<file path="config.mk">
export PLATFORM = sky130hd
export DESIGN_NAME = min_tracking_stack_core_flat
export DESIGN_NICKNAME = d
export VERILOG_FILES = /design/src/hw/rtl/mts_pkg.sv /design/src/hw/rtl/mts_if.sv /design/src/hw/rtl/min_tracking_stack_core.sv /design/src/hw/rtl/mts_datapath.sv /design/src/hw/rtl/mts_ctrl.sv /design/src/flat_wrapper.sv
export SDC_FILE = /design/constraint.sdc
export NUM_CORES = 2
export LEC_CHECK = 0
export BUFFER_PORTS_ARGS = -buffer_cell sky130_fd_sc_hd__buf_2
export CORE_ASPECT_RATIO = 0.6
export CORE_UTILIZATION = 57
export DETAILED_ROUTE_END_ITERATION = 10
export HOLD_SLACK_MARGIN = 0.02
export PLACE_DENSITY = 0.76
export REMOVE_ABC_BUFFERS = 1
export SLEW_MARGIN = 20
export SYNTH_ARGS = -nofsm -noshare
export SYNTH_HDL_FRONTEND = slang
export SYNTH_SLANG_ARGS = --single-unit
export TNS_END_PERCENT = 1
</file>
<file path="constraint.sdc">
create_clock -name clk -period 5.84 [get_ports clk]
set_clock_uncertainty 0.1 [all_clocks]
set_input_delay 0.292 -clock clk [delete_from_list [all_inputs] [get_ports clk]]
set_output_delay 0.292 -clock clk [all_outputs]
set_load 0.01 [all_outputs]
</file>
<file path="src/hw/rtl/mts_pkg.sv">
// Shared constants, codes and control structures of the min-tracking stack.
package mts_pkg;

    localparam int STACK_DEPTH = 64;
    localparam int DATA_W      = 32;
    localparam int ADDR_W      = $clog2(STACK_DEPTH);
    localparam int COUNT_W     = $clog2(STACK_DEPTH + 1);
    localparam int OP_W        = 2;
    localparam int STAT_W      = 2;

    localparam logic signed [DATA_W-1:0] INT_MAX = {1'b0, {(DATA_W-1){1'b1}}};

    localparam logic [OP_W-1:0] OP_PUSH = 2'd0;
    localparam logic [OP_W-1:0] OP_POP  = 2'd1;
    localparam logic [OP_W-1:0] OP_PEEK = 2'd2;

    localparam logic [STAT_W-1:0] STAT_OK        = 2'd0;
    localparam logic [STAT_W-1:0] STAT_OVERFLOW  = 2'd1;
    localparam logic [STAT_W-1:0] STAT_UNDERFLOW = 2'd2;

    typedef struct packed {
        logic exec;      // apply the accepted transaction to the stack
        logic refill;    // load the top registers from the store read data
        logic load_out;  // capture the result into the output register
    } mts_cmd_t;

    typedef struct packed {
        logic refill_needed;  // a pop now leaves an entry below the top
    } mts_stat_t;

endpackage

</file>
<file path="src/hw/rtl/mts_if.sv">
// Valid/ready channel interfaces for the stack's input and result transactions.
interface mts_in_if;
    logic                              valid;
    logic                              ready;
    logic [mts_pkg::OP_W-1:0]          operation;
    logic signed [mts_pkg::DATA_W-1:0] push_value;

    modport source (output valid, output operation, output push_value, input ready);
    modport sink   (input valid, input operation, input push_value, output ready);
endinterface

interface mts_out_if;
    logic                              valid;
    logic                              ready;
    logic signed [mts_pkg::DATA_W-1:0] top_value;
    logic signed [mts_pkg::DATA_W-1:0] min_value;
    logic [mts_pkg::COUNT_W-1:0]       depth_count;
    logic [mts_pkg::STAT_W-1:0]        status;

    modport source (output valid, output top_value, output min_value,
                    output depth_count, output status, input ready);
    modport sink   (input valid, input top_value, input min_value,
                    input depth_count, input status, output ready);
endinterface

</file>
<file path="src/hw/rtl/min_tracking_stack_core.sv">
// Top level of the min-tracking stack: sequencer plus datapath behind two channels.
//
//   Channel  Dir  Payload                                        Handshake
//   in_ch    in   operation, push_value                          valid/ready
//   out_ch   out  top_value, min_value, depth_count, status      valid/ready
//
// A push, a peek or a pop that empties or underflows the stack goes from acceptance
// straight to the done state, which loads the result once the output is free; a
// pop that leaves entries passes through the refill state first, because the new top
// comes out of the entry store through its registered read.
// The top entry and the running minimum live in registers, entries below them in
// a store with one write port and one registered read port.
// Reset clears the fill count and the running minimum; the store needs no clearing.
// The next transaction is accepted while an earlier result still waits in the
// output register; a stalled output only holds the block once a second result is due.
module min_tracking_stack_core (
    input  logic      clk,
    input  logic      rst_n,
    mts_in_if.sink    in_ch,
    mts_out_if.source out_ch
);
    import mts_pkg::*;

    mts_cmd_t  cmd;
    mts_stat_t stat;

    // The sequencer decides when the transaction is applied, when the top is
    // refilled from the store, and when the result is copied out.
    mts_ctrl u_ctrl (
        .clk       (clk),
        .rst_n     (rst_n),
        .in_valid  (in_ch.valid),
        .in_op     (in_ch.operation),
        .out_ready (out_ch.ready),
        .stat      (stat),
        .cmd       (cmd),
        .in_ready  (in_ch.ready),
        .out_valid (out_ch.valid)
    );

    // The datapath keeps the stack contents and the registered result.
    mts_datapath u_datapath (
        .clk         (clk),
        .rst_n       (rst_n),
        .cmd         (cmd),
        .operation   (in_ch.operation),
        .push_value  (in_ch.push_value),
        .stat        (stat),
        .top_value   (out_ch.top_value),
        .min_value   (out_ch.min_value),
        .depth_count (out_ch.depth_count),
        .status      (out_ch.status)
    );

endmodule

</file>
<file path="src/hw/rtl/mts_datapath.sv">
// Stack datapath: top registers, entry store, fill count and result register.
module mts_datapath (
    input  logic                              clk,
    input  logic                              rst_n,
    input  mts_pkg::mts_cmd_t                 cmd,
    input  logic [mts_pkg::OP_W-1:0]          operation,
    input  logic signed [mts_pkg::DATA_W-1:0] push_value,
    output mts_pkg::mts_stat_t                stat,
    output logic signed [mts_pkg::DATA_W-1:0] top_value,
    output logic signed [mts_pkg::DATA_W-1:0] min_value,
    output logic [mts_pkg::COUNT_W-1:0]       depth_count,
    output logic [mts_pkg::STAT_W-1:0]        status
);
    import mts_pkg::*;

    // Each store entry holds {value, running minimum} of an entry below the top.
    logic [2*DATA_W-1:0]      mem [STACK_DEPTH];
    logic [2*DATA_W-1:0]      rd_data_reg;

    logic [COUNT_W-1:0]       fill_reg, fill_next;
    logic signed [DATA_W-1:0] min_reg, min_next;
    logic signed [DATA_W-1:0] top_reg, top_next;
    logic [STAT_W-1:0]        status_reg, status_next;

    logic signed [DATA_W-1:0] out_top_reg, out_min_reg;
    logic [COUNT_W-1:0]       out_depth_reg;
    logic [STAT_W-1:0]        out_status_reg;

    logic                     is_empty, is_full;
    logic [COUNT_W-1:0]       fill_m1, fill_m2;
    logic [ADDR_W-1:0]        wr_addr, rd_addr;
    logic                     wr_en;

    assign is_empty = (fill_reg == '0);
    assign is_full  = (fill_reg == COUNT_W'(STACK_DEPTH));
    assign fill_m1  = fill_reg - COUNT_W'(1);
    assign fill_m2  = fill_reg - COUNT_W'(2);
    assign wr_addr  = fill_m1[ADDR_W-1:0];
    assign rd_addr  = fill_m2[ADDR_W-1:0];

    assign stat.refill_needed = (fill_reg >= COUNT_W'(2));

    // The old top moves into the store when a push lands on a non-empty stack.
    assign wr_en = cmd.exec && (operation == OP_PUSH) && !is_empty && !is_full;

    always_ff @(posedge clk)
    begin
        if (wr_en)
        begin
            mem[wr_addr] <= {top_reg, min_reg};
        end
        rd_data_reg <= mem[rd_addr];
    end

    always_comb
    begin
        fill_next   = fill_reg;
        min_next    = min_reg;
        top_next    = top_reg;
        status_next = status_reg;
        if (cmd.exec)
        begin
            status_next = STAT_OK;
            case (operation)
                OP_PUSH:
                begin
                    if (is_full)
                    begin
                        status_next = STAT_OVERFLOW;
                    end
                    else
                    begin
                        top_next  = push_value;
                        min_next  = (push_value < min_reg) ? push_value : min_reg;
                        fill_next = fill_reg + COUNT_W'(1);
                    end
                end
                OP_POP:
                begin
                    if (is_empty)
                    begin
                        status_next = STAT_UNDERFLOW;
                    end
                    else
                    begin
                        fill_next = fill_m1;
                        if (fill_reg == COUNT_W'(1))
                        begin
                            top_next = '0;
                            min_next = INT_MAX;
                        end
                    end
                end
                default:
                begin
                end
            endcase
        end
        if (cmd.refill)
        begin
            top_next = rd_data_reg[2*DATA_W-1:DATA_W];
            min_next = rd_data_reg[DATA_W-1:0];
        end
    end

    always_ff @(posedge clk or negedge rst_n)
    begin
        if (!rst_n)
        begin
            fill_reg <= '0;
            min_reg  <= INT_MAX;
        end
        else
        begin
            fill_reg <= fill_next;
            min_reg  <= min_next;
        end
    end

    always_ff @(posedge clk)
    begin
        top_reg    <= top_next;
        status_reg <= status_next;
        if (cmd.load_out)
        begin
            out_top_reg    <= is_empty ? '0 : top_reg;
            out_min_reg    <= is_empty ? INT_MAX : min_reg;
            out_depth_reg  <= fill_reg;
            out_status_reg <= status_reg;
        end
    end

    assign top_value   = out_top_reg;
    assign min_value   = out_min_reg;
    assign depth_count = out_depth_reg;
    assign status      = out_status_reg;

endmodule

</file>
<file path="src/hw/rtl/mts_ctrl.sv">
// Sequencer of the stack: accepts a transaction, refills the top, hands off the result.
module mts_ctrl (
    input  logic                     clk,
    input  logic                     rst_n,
    input  logic                     in_valid,
    input  logic [mts_pkg::OP_W-1:0] in_op,
    input  logic                     out_ready,
    input  mts_pkg::mts_stat_t       stat,
    output mts_pkg::mts_cmd_t        cmd,
    output logic                     in_ready,
    output logic                     out_valid
);
    import mts_pkg::*;

    typedef enum logic [2:0] {
        S_IDLE   = 3'b001,
        S_REFILL = 3'b010,
        S_DONE   = 3'b100
    } state_t;

    state_t state_reg, state_next;
    logic   out_valid_reg, out_valid_next;

    assign in_ready  = (state_reg == S_IDLE);
    assign out_valid = out_valid_reg;

    always_comb
    begin
        state_next   = state_reg;
        cmd.exec     = 1'b0;
        cmd.refill   = 1'b0;
        cmd.load_out = 1'b0;
        unique case (state_reg)
            S_IDLE:
            begin
                if (in_valid)
                begin
                    cmd.exec = 1'b1;
                    if ((in_op == OP_POP) && stat.refill_needed)
                    begin
                        state_next = S_REFILL;
                    end
                    else
                    begin
                        state_next = S_DONE;
                    end
                end
            end
            S_REFILL:
            begin
                cmd.refill = 1'b1;
                state_next = S_DONE;
            end
            S_DONE:
            begin
                if (!out_valid_reg || out_ready)
                begin
                    cmd.load_out = 1'b1;
                    state_next   = S_IDLE;
                end
            end
            default:
            begin
                state_next = S_IDLE;
            end
        endcase
    end

    assign out_valid_next = cmd.load_out || (out_valid_reg && !out_ready);

    always_ff @(posedge clk or negedge rst_n)
    begin
        if (!rst_n)
        begin
            state_reg     <= S_IDLE;
            out_valid_reg <= 1'b0;
        end
        else
        begin
            state_reg     <= state_next;
            out_valid_reg <= out_valid_next;
        end
    end

endmodule

</file>
<file path="src/flat_wrapper.sv">
// flat-port wrapper written by rule: the top's interface ports become plain ports
module min_tracking_stack_core_flat import mts_pkg::*;
  (clk, rst_n, in_ch_valid, in_ch_operation, in_ch_push_value, in_ch_ready, out_ch_valid, out_ch_top_value, out_ch_min_value, out_ch_depth_count, out_ch_status, out_ch_ready);
  mts_in_if in_ch_i ();
  mts_out_if out_ch_i ();
  input  logic clk;
  input  logic rst_n;
  input wire logic [$bits(in_ch_i.valid)-1:0] in_ch_valid;
  input wire logic [$bits(in_ch_i.operation)-1:0] in_ch_operation;
  input wire logic [$bits(in_ch_i.push_value)-1:0] in_ch_push_value;
  output wire logic [$bits(in_ch_i.ready)-1:0] in_ch_ready;
  output wire logic [$bits(out_ch_i.valid)-1:0] out_ch_valid;
  output wire logic [$bits(out_ch_i.top_value)-1:0] out_ch_top_value;
  output wire logic [$bits(out_ch_i.min_value)-1:0] out_ch_min_value;
  output wire logic [$bits(out_ch_i.depth_count)-1:0] out_ch_depth_count;
  output wire logic [$bits(out_ch_i.status)-1:0] out_ch_status;
  input wire logic [$bits(out_ch_i.ready)-1:0] out_ch_ready;
  assign in_ch_i.valid = in_ch_valid;
  assign in_ch_i.operation = in_ch_operation;
  assign in_ch_i.push_value = in_ch_push_value;
  assign in_ch_ready = in_ch_i.ready;
  assign out_ch_valid = out_ch_i.valid;
  assign out_ch_top_value = out_ch_i.top_value;
  assign out_ch_min_value = out_ch_i.min_value;
  assign out_ch_depth_count = out_ch_i.depth_count;
  assign out_ch_status = out_ch_i.status;
  assign out_ch_i.ready = out_ch_ready;
  min_tracking_stack_core u_core (.clk(clk), .rst_n(rst_n), .in_ch(in_ch_i), .out_ch(out_ch_i));
endmodule
</file>
# == Word-level counts from Yosys, hierarchy flattened ==
# Memories as Yosys holds them, arrays and structs flattened. A register that Yosys moved wholly into a read port is not among the register bits.
# Cells that the tools add are included.
# classes
n_addsub,3
n_lt_le_gt_ge,2
eq_ne,14
muxes,30
reduce_logical,20
# op_table
op,n
$mux 32,11
$pmux 32 s2,2
$lt 32x32->1,1
$mux 7,2
$pmux 7 s2,1
$mux 3,3
$ne 3x2->1 const B,3
$pmux 3 s3,1
$mux 1,8
$ne 2x2->1 const B,4
$add 7x1->7 const B,1
$eq 7x1->1 const B,1
$eq 7x7->1 const B,1
$ge 7x2->1 const B,1
$logic_not 7->1,1
$sub 7x1->7 const B,1
$reduce_and 6->1,1
$sub 6x2->6 const B,1
$logic_and 1x1->1,5
$reduce_and 5->1,1
$logic_not 1->1,4
$pmux 2 s2,1
$reduce_and 4->1,1
$reduce_bool 2->1,2
10 further kinds,11
# totals
register_bits,150
mem_bits_rw,4096
wordCells,80
memories,1
# memory_table
name,words,word_bits,read_ports,rd_ports_with_merged_regs,write_ports,line_no,text
u_core.u_datapath.mem,64,64,1,1,1,mts_datapath.sv:17,logic [2*DATA_W-1:0] mem [STACK_DEPTH];

# == Logic depth before layout (Yosys ltp) ==
# depth
depth_word,7
ltp_mapped,14

# == Modules after synthesis ==
# From an unflattened synthesis, not the netlist that was laid out.
# unflattened
hier_cells,6715
hier_area_um2,163414.2
# by_module_without_submodules
module,n_inst,cells_per_inst,area_per_inst_um2,seq_area_each_um2
mts_datapath,1,6696,163217.8,128507.0
mts_ctrl,1,19,196.4,101.3

# == Worst setup path before layout ==
# OpenSTA, ideal clock, no wires.
# synth_path
path_kind,register to register
from,reg u_core.u_datapath.fill_reg[1]
to,mem u_core.u_datapath.mem[36][0] (netlist bit) (enable)
t_arrival_ps,5468
t_required_ps,5253
path_slack_ps,-215
path_stages_with_launch,11
n_path_buf,3
period_less_slack_ps,6055
cell_sequence,dfrtp_1 buf_2 buf_1 buf_1 inv_1 ha_1 nor3b_4 and2_1 nor4_1 nand3_1 nor2_1
# synth_between
elab_chain_len,6
# synth_lines
item,line_no,text
start: declaration,mts_datapath.sv:20,"logic [COUNT_W-1:0] fill_reg, fill_next;"
start signal: assignment,mts_datapath.sv:115,fill_reg <= fill_next;
$logic_not 7->1,mts_datapath.sv:34,assign is_empty = (fill_reg == '0);
$logic_not 1->1,mts_datapath.sv:44,assign wr_en = cmd.exec && (operation == OP_PUSH) && !is_empty && !is_full;
$logic_and 1x1->1 (2 in a row),mts_datapath.sv:44,
$mux 1,mts_datapath.sv:48,if (wr_en)
$mux 1 (not written as such),mts_datapath.sv:50,"mem[wr_addr] <= {top_reg, min_reg};"
end: declaration,mts_datapath.sv:17,
# Parallel ways exist; a longest one is shown, timed or not.

# == Worst setup path after layout ==
# layout_path
from,reg u_core.u_datapath.fill_reg[0]
to,mem u_core.u_datapath.mem[18][17] (netlist bit) (enable)
# The elaborated chain is that of the path after synthesis.

==> reports/metrics.yaml <==
worst_setup_path:
  path_delay_family: "simple AND/OR/NAND/NOR gates"
  crit_path_cell_trace: "inv_1 -> ha_1 -> nor3b_4 -> and2_1 -> nor4_1 -> nand2_1 -> nor2_4 -> buf_12"
  cp-end-kind: "flop"
  startpoint: "u_core.u_datapath.fill_reg[0]"
  regToRegStartpoint: "u_core.u_datapath.fill_reg[0]"
  crit_path_max_incr_delay_ps: 990
  crit_slowest_cell: "nor2_4"
  critPathLaunchType: "flop"
  worstPathArrival_ps: 5330
  cp_data_required_time_ps: 6350
  cp_max_fo: 28
  crit_type: "reg -> reg"
  path_buf_inv: 2
finish:
  layout-drive-gt1-share_pct: 31.08
  fillCellCount: 17290
  layout.nets: 7202
  ff_latch_area_um2: 128600
  multi_input_area_um2: 33710
  syn_to_final_growth_pct: 12.06
  stdcell_count: 11260
  largest_reg_flops: 4096
power:
  p_per_area_nw_per_um2: 490.1
  clock_power_share_pct: 28.1
  p_int_uw: 62510
  p_comb_share_pct: 28.9
  p_switching_uw: 27250
  ir_worst_vdd_mv: 0.6087
  p_seq_share_pct: 43.0
  swShare_pct: 30.36
  p_leak_uw: 0.05744
  total_power_uw: 89760
logic_synthesis:
  ys_seq_area_share_pct: 78.69
  synth_cell_type_count: 49
  synth_top_area_cell: "edfxtp_1"
  synth_ff_type: "edfxtp_1"
  synthArstFlopShare_pct: 0.9977
  synthTopCellsByArea: "edfxtp_1, mux4_2, dfxtp_1"
  synthMostInstantiatedCell: "edfxtp_1"
  ys_seq_elements: 4310
  syn_inst: 6697
  synth_common_cells: "edfxtp_1, mux4_2, clkbuf_1, nand2_1, a22oi_1"
  synth.top_cell.area_share_pct: 77.22
  syn_area_um2: 163400
  synth-edff-count: 4203
  synth_area_per_cell_um2: 24.40
  yosys_warnings: 0
clock_network:
  postCtsSetupBuffers: 0
  cts_made_buffers: 372
  tritoncts: "built"
  postCtsResizedCells: 0
  cts_sinks: 4310
  cts_buffer_depth: 4
  root_buffer: "clkbuf_16"
  hold_buffers: 38
  htree_num_levels: 5
  clk_latency_ps: 980
  path_clk_slew_ps: 60
place:
  dp_cells: 10540
  gp_congestion: 0.8573
  dp_hpwl_um: 228900
  io_buffer_count: 112
  place_ws_ps: 1181
floorplanning:
  design.core.area_um2: 283600
  chipHeight_um: 416.8
  rows: 151
  die_area_um2: 288900
  io_pins: 113
  start_util_pct: 57.63
  die_w_um: 693.3
global_route:
  grt_pass1_wl_um: 653400
  grt_pass1_vias: 81940
  grt_start_max_net_pins: 156
  grt_use_total_pct: 33.22
  grt_antenna_before_repair: 15
  grt_overflow: 0
timing:
  final.min_clock_period_ps: 4816
  max_freq_mhz: 207.7
  relSlewSlack_pct: 12.11
  hold_viol: 0
  tns_ps: 0
  slew_viol_final: 0
  rsz0062_at_grt: "no"
  setup_viol: 0
  fin_ws_ps: 1024
  period_share_pct: 82.46
  tightest_slew_ps: 1305
drt:
  drc: 0
  drt_iter0_drc: 16680
  routed_via_density: 7.359
  wl_per_cell_um: 42.69
  postRouteAntennaNets: 0
  dr_total_vias: 82870
  dr.pass1.iters: 6
  drt_wl_total_um: 480700
status:
  status: "finished clean"
min_path:
  hp-start: "out_ch_ready"
  hold_class: "in -> reg"
flow_run:
  cap_violations: 0
==> worst register-to-register path: stages, from the launching register on <==
cell     delay [ps]
dfrtp_4         810
inv_1           230
ha_1            320
nor3b_4         220
and2_1          220
nor4_1          600
nand2_1         640
nor2_4         1000
buf_12          310
==> layout make-up <==
| class | instances | area share [%] |
|---|---|---|
| Sequential cell | 4310 | 70.24 |
| Multi-Input combinational cell | 2001 | 18.40 |
| Clock buffer | 480 | 5.545 |
| Tap cell | 3825 | 2.613 |
| Timing Repair Buffer | 407 | 2.043 |
| Clock inverter | 200 | 1.079 |
| Inverter | 34 | 0.06968 |
| Antenna cell | 4 | 0.005465 |
==> power groups by stage <==
stage          logic (uW)  clock network (uW)  registers (uW)
6_report            26000               25200           38600
5_1_grt             26900               26300           38600
4_1_cts             25600               25300           38500
3_5_place_dp        25100                   0           39200
3_3_place_gp        24800                   0           39000
2_1_floorplan       11800                   0           39400
==> cell families (layout without fill, tap and decap cells) <==
family                   after synthesis  after routing  share of synthesized area, %
buffers and inverters                386           1121                         1.033
multiplexers                        1312           1312                         17.84
XOR/XNOR                              19             19                        0.1018
AND/OR/NAND/NOR                      400            400                         1.107
other                                  0              4                             0
AO/OA/AOI/OAI                        232            232                        0.9424
flip-flops                          4310           4310                         78.69
adder cells (fa/ha/maj)               38             38                        0.2909
==> layer usage <==
layer  GRT usage (%)  vias up  part of all wire [%]
li1                -    29670                     -
met1           46.49    43080                    34
met2           47.02     8605                    43
met3           11.62     1502                    17
met4           16.71       13                   6.0
met5          0.4637        -                 0.056
==> through the flow <==
step           hold WS, ps  util, %  cell area [um^2]
3_3_place_gp         312.9    60.14            170600
2_1_floorplan       -103.6        -            161900
4_1_cts              138.4    64.56            183100
3_5_place_dp         322.6    60.14            170600
6_report             185.1    64.58            183100
5_1_grt              201.2    64.58            183100
==> cell usage in the layout (no fill, tap or decap), drive strengths merged, types with 3 or more instances in the layout <==
master       synthesis  routed
a21oi               21      21
a22oi              128     128
and2                 3       3
buf                152     369
bufinv               0      34
clkbuf             200     480
clkinv               0     142
clkinvlp             0      12
dfrtp               11      11
dfstp               32      32
dfxtp               64      64
diode                0       4
dlygate4sd3          0      38
edfxtp            4203    4203
ha                  38      38
inv                 34      46
mux2i               31      31
mux4              1280    1280
nand2              174     174
nand2b               3       3
nand3               37      37
nand4                4       4
nor2                92      92
nor2b               35      35
nor3                 8       8
nor3b                3       3
nor4                 3       3
o21ai               68      68
o22ai                4       4
or3                 31      31
xnor2               12      12
xor2                 7       7
==> final timing paths <==
kind / to / slack [ps] / cells past startpoint
worst max-delay path: u_core.u_datapath.mem[18][17] / 1020 / 8
worst max register to register: u_core.u_datapath.mem[18][17] / 1020 / 8
min in group asynchronous: u_core.u_ctrl.out_valid / 500 / 4
max in group asynchronous: u_core.u_datapath.fill_reg[0] / 4510 / 4
worst min register to register: u_core.u_datapath.status[1] / 330 / 0
worst min-delay path: u_core.u_ctrl.out_valid / 190 / 4
No activity file was read; power rests on OpenSTA's default activity.
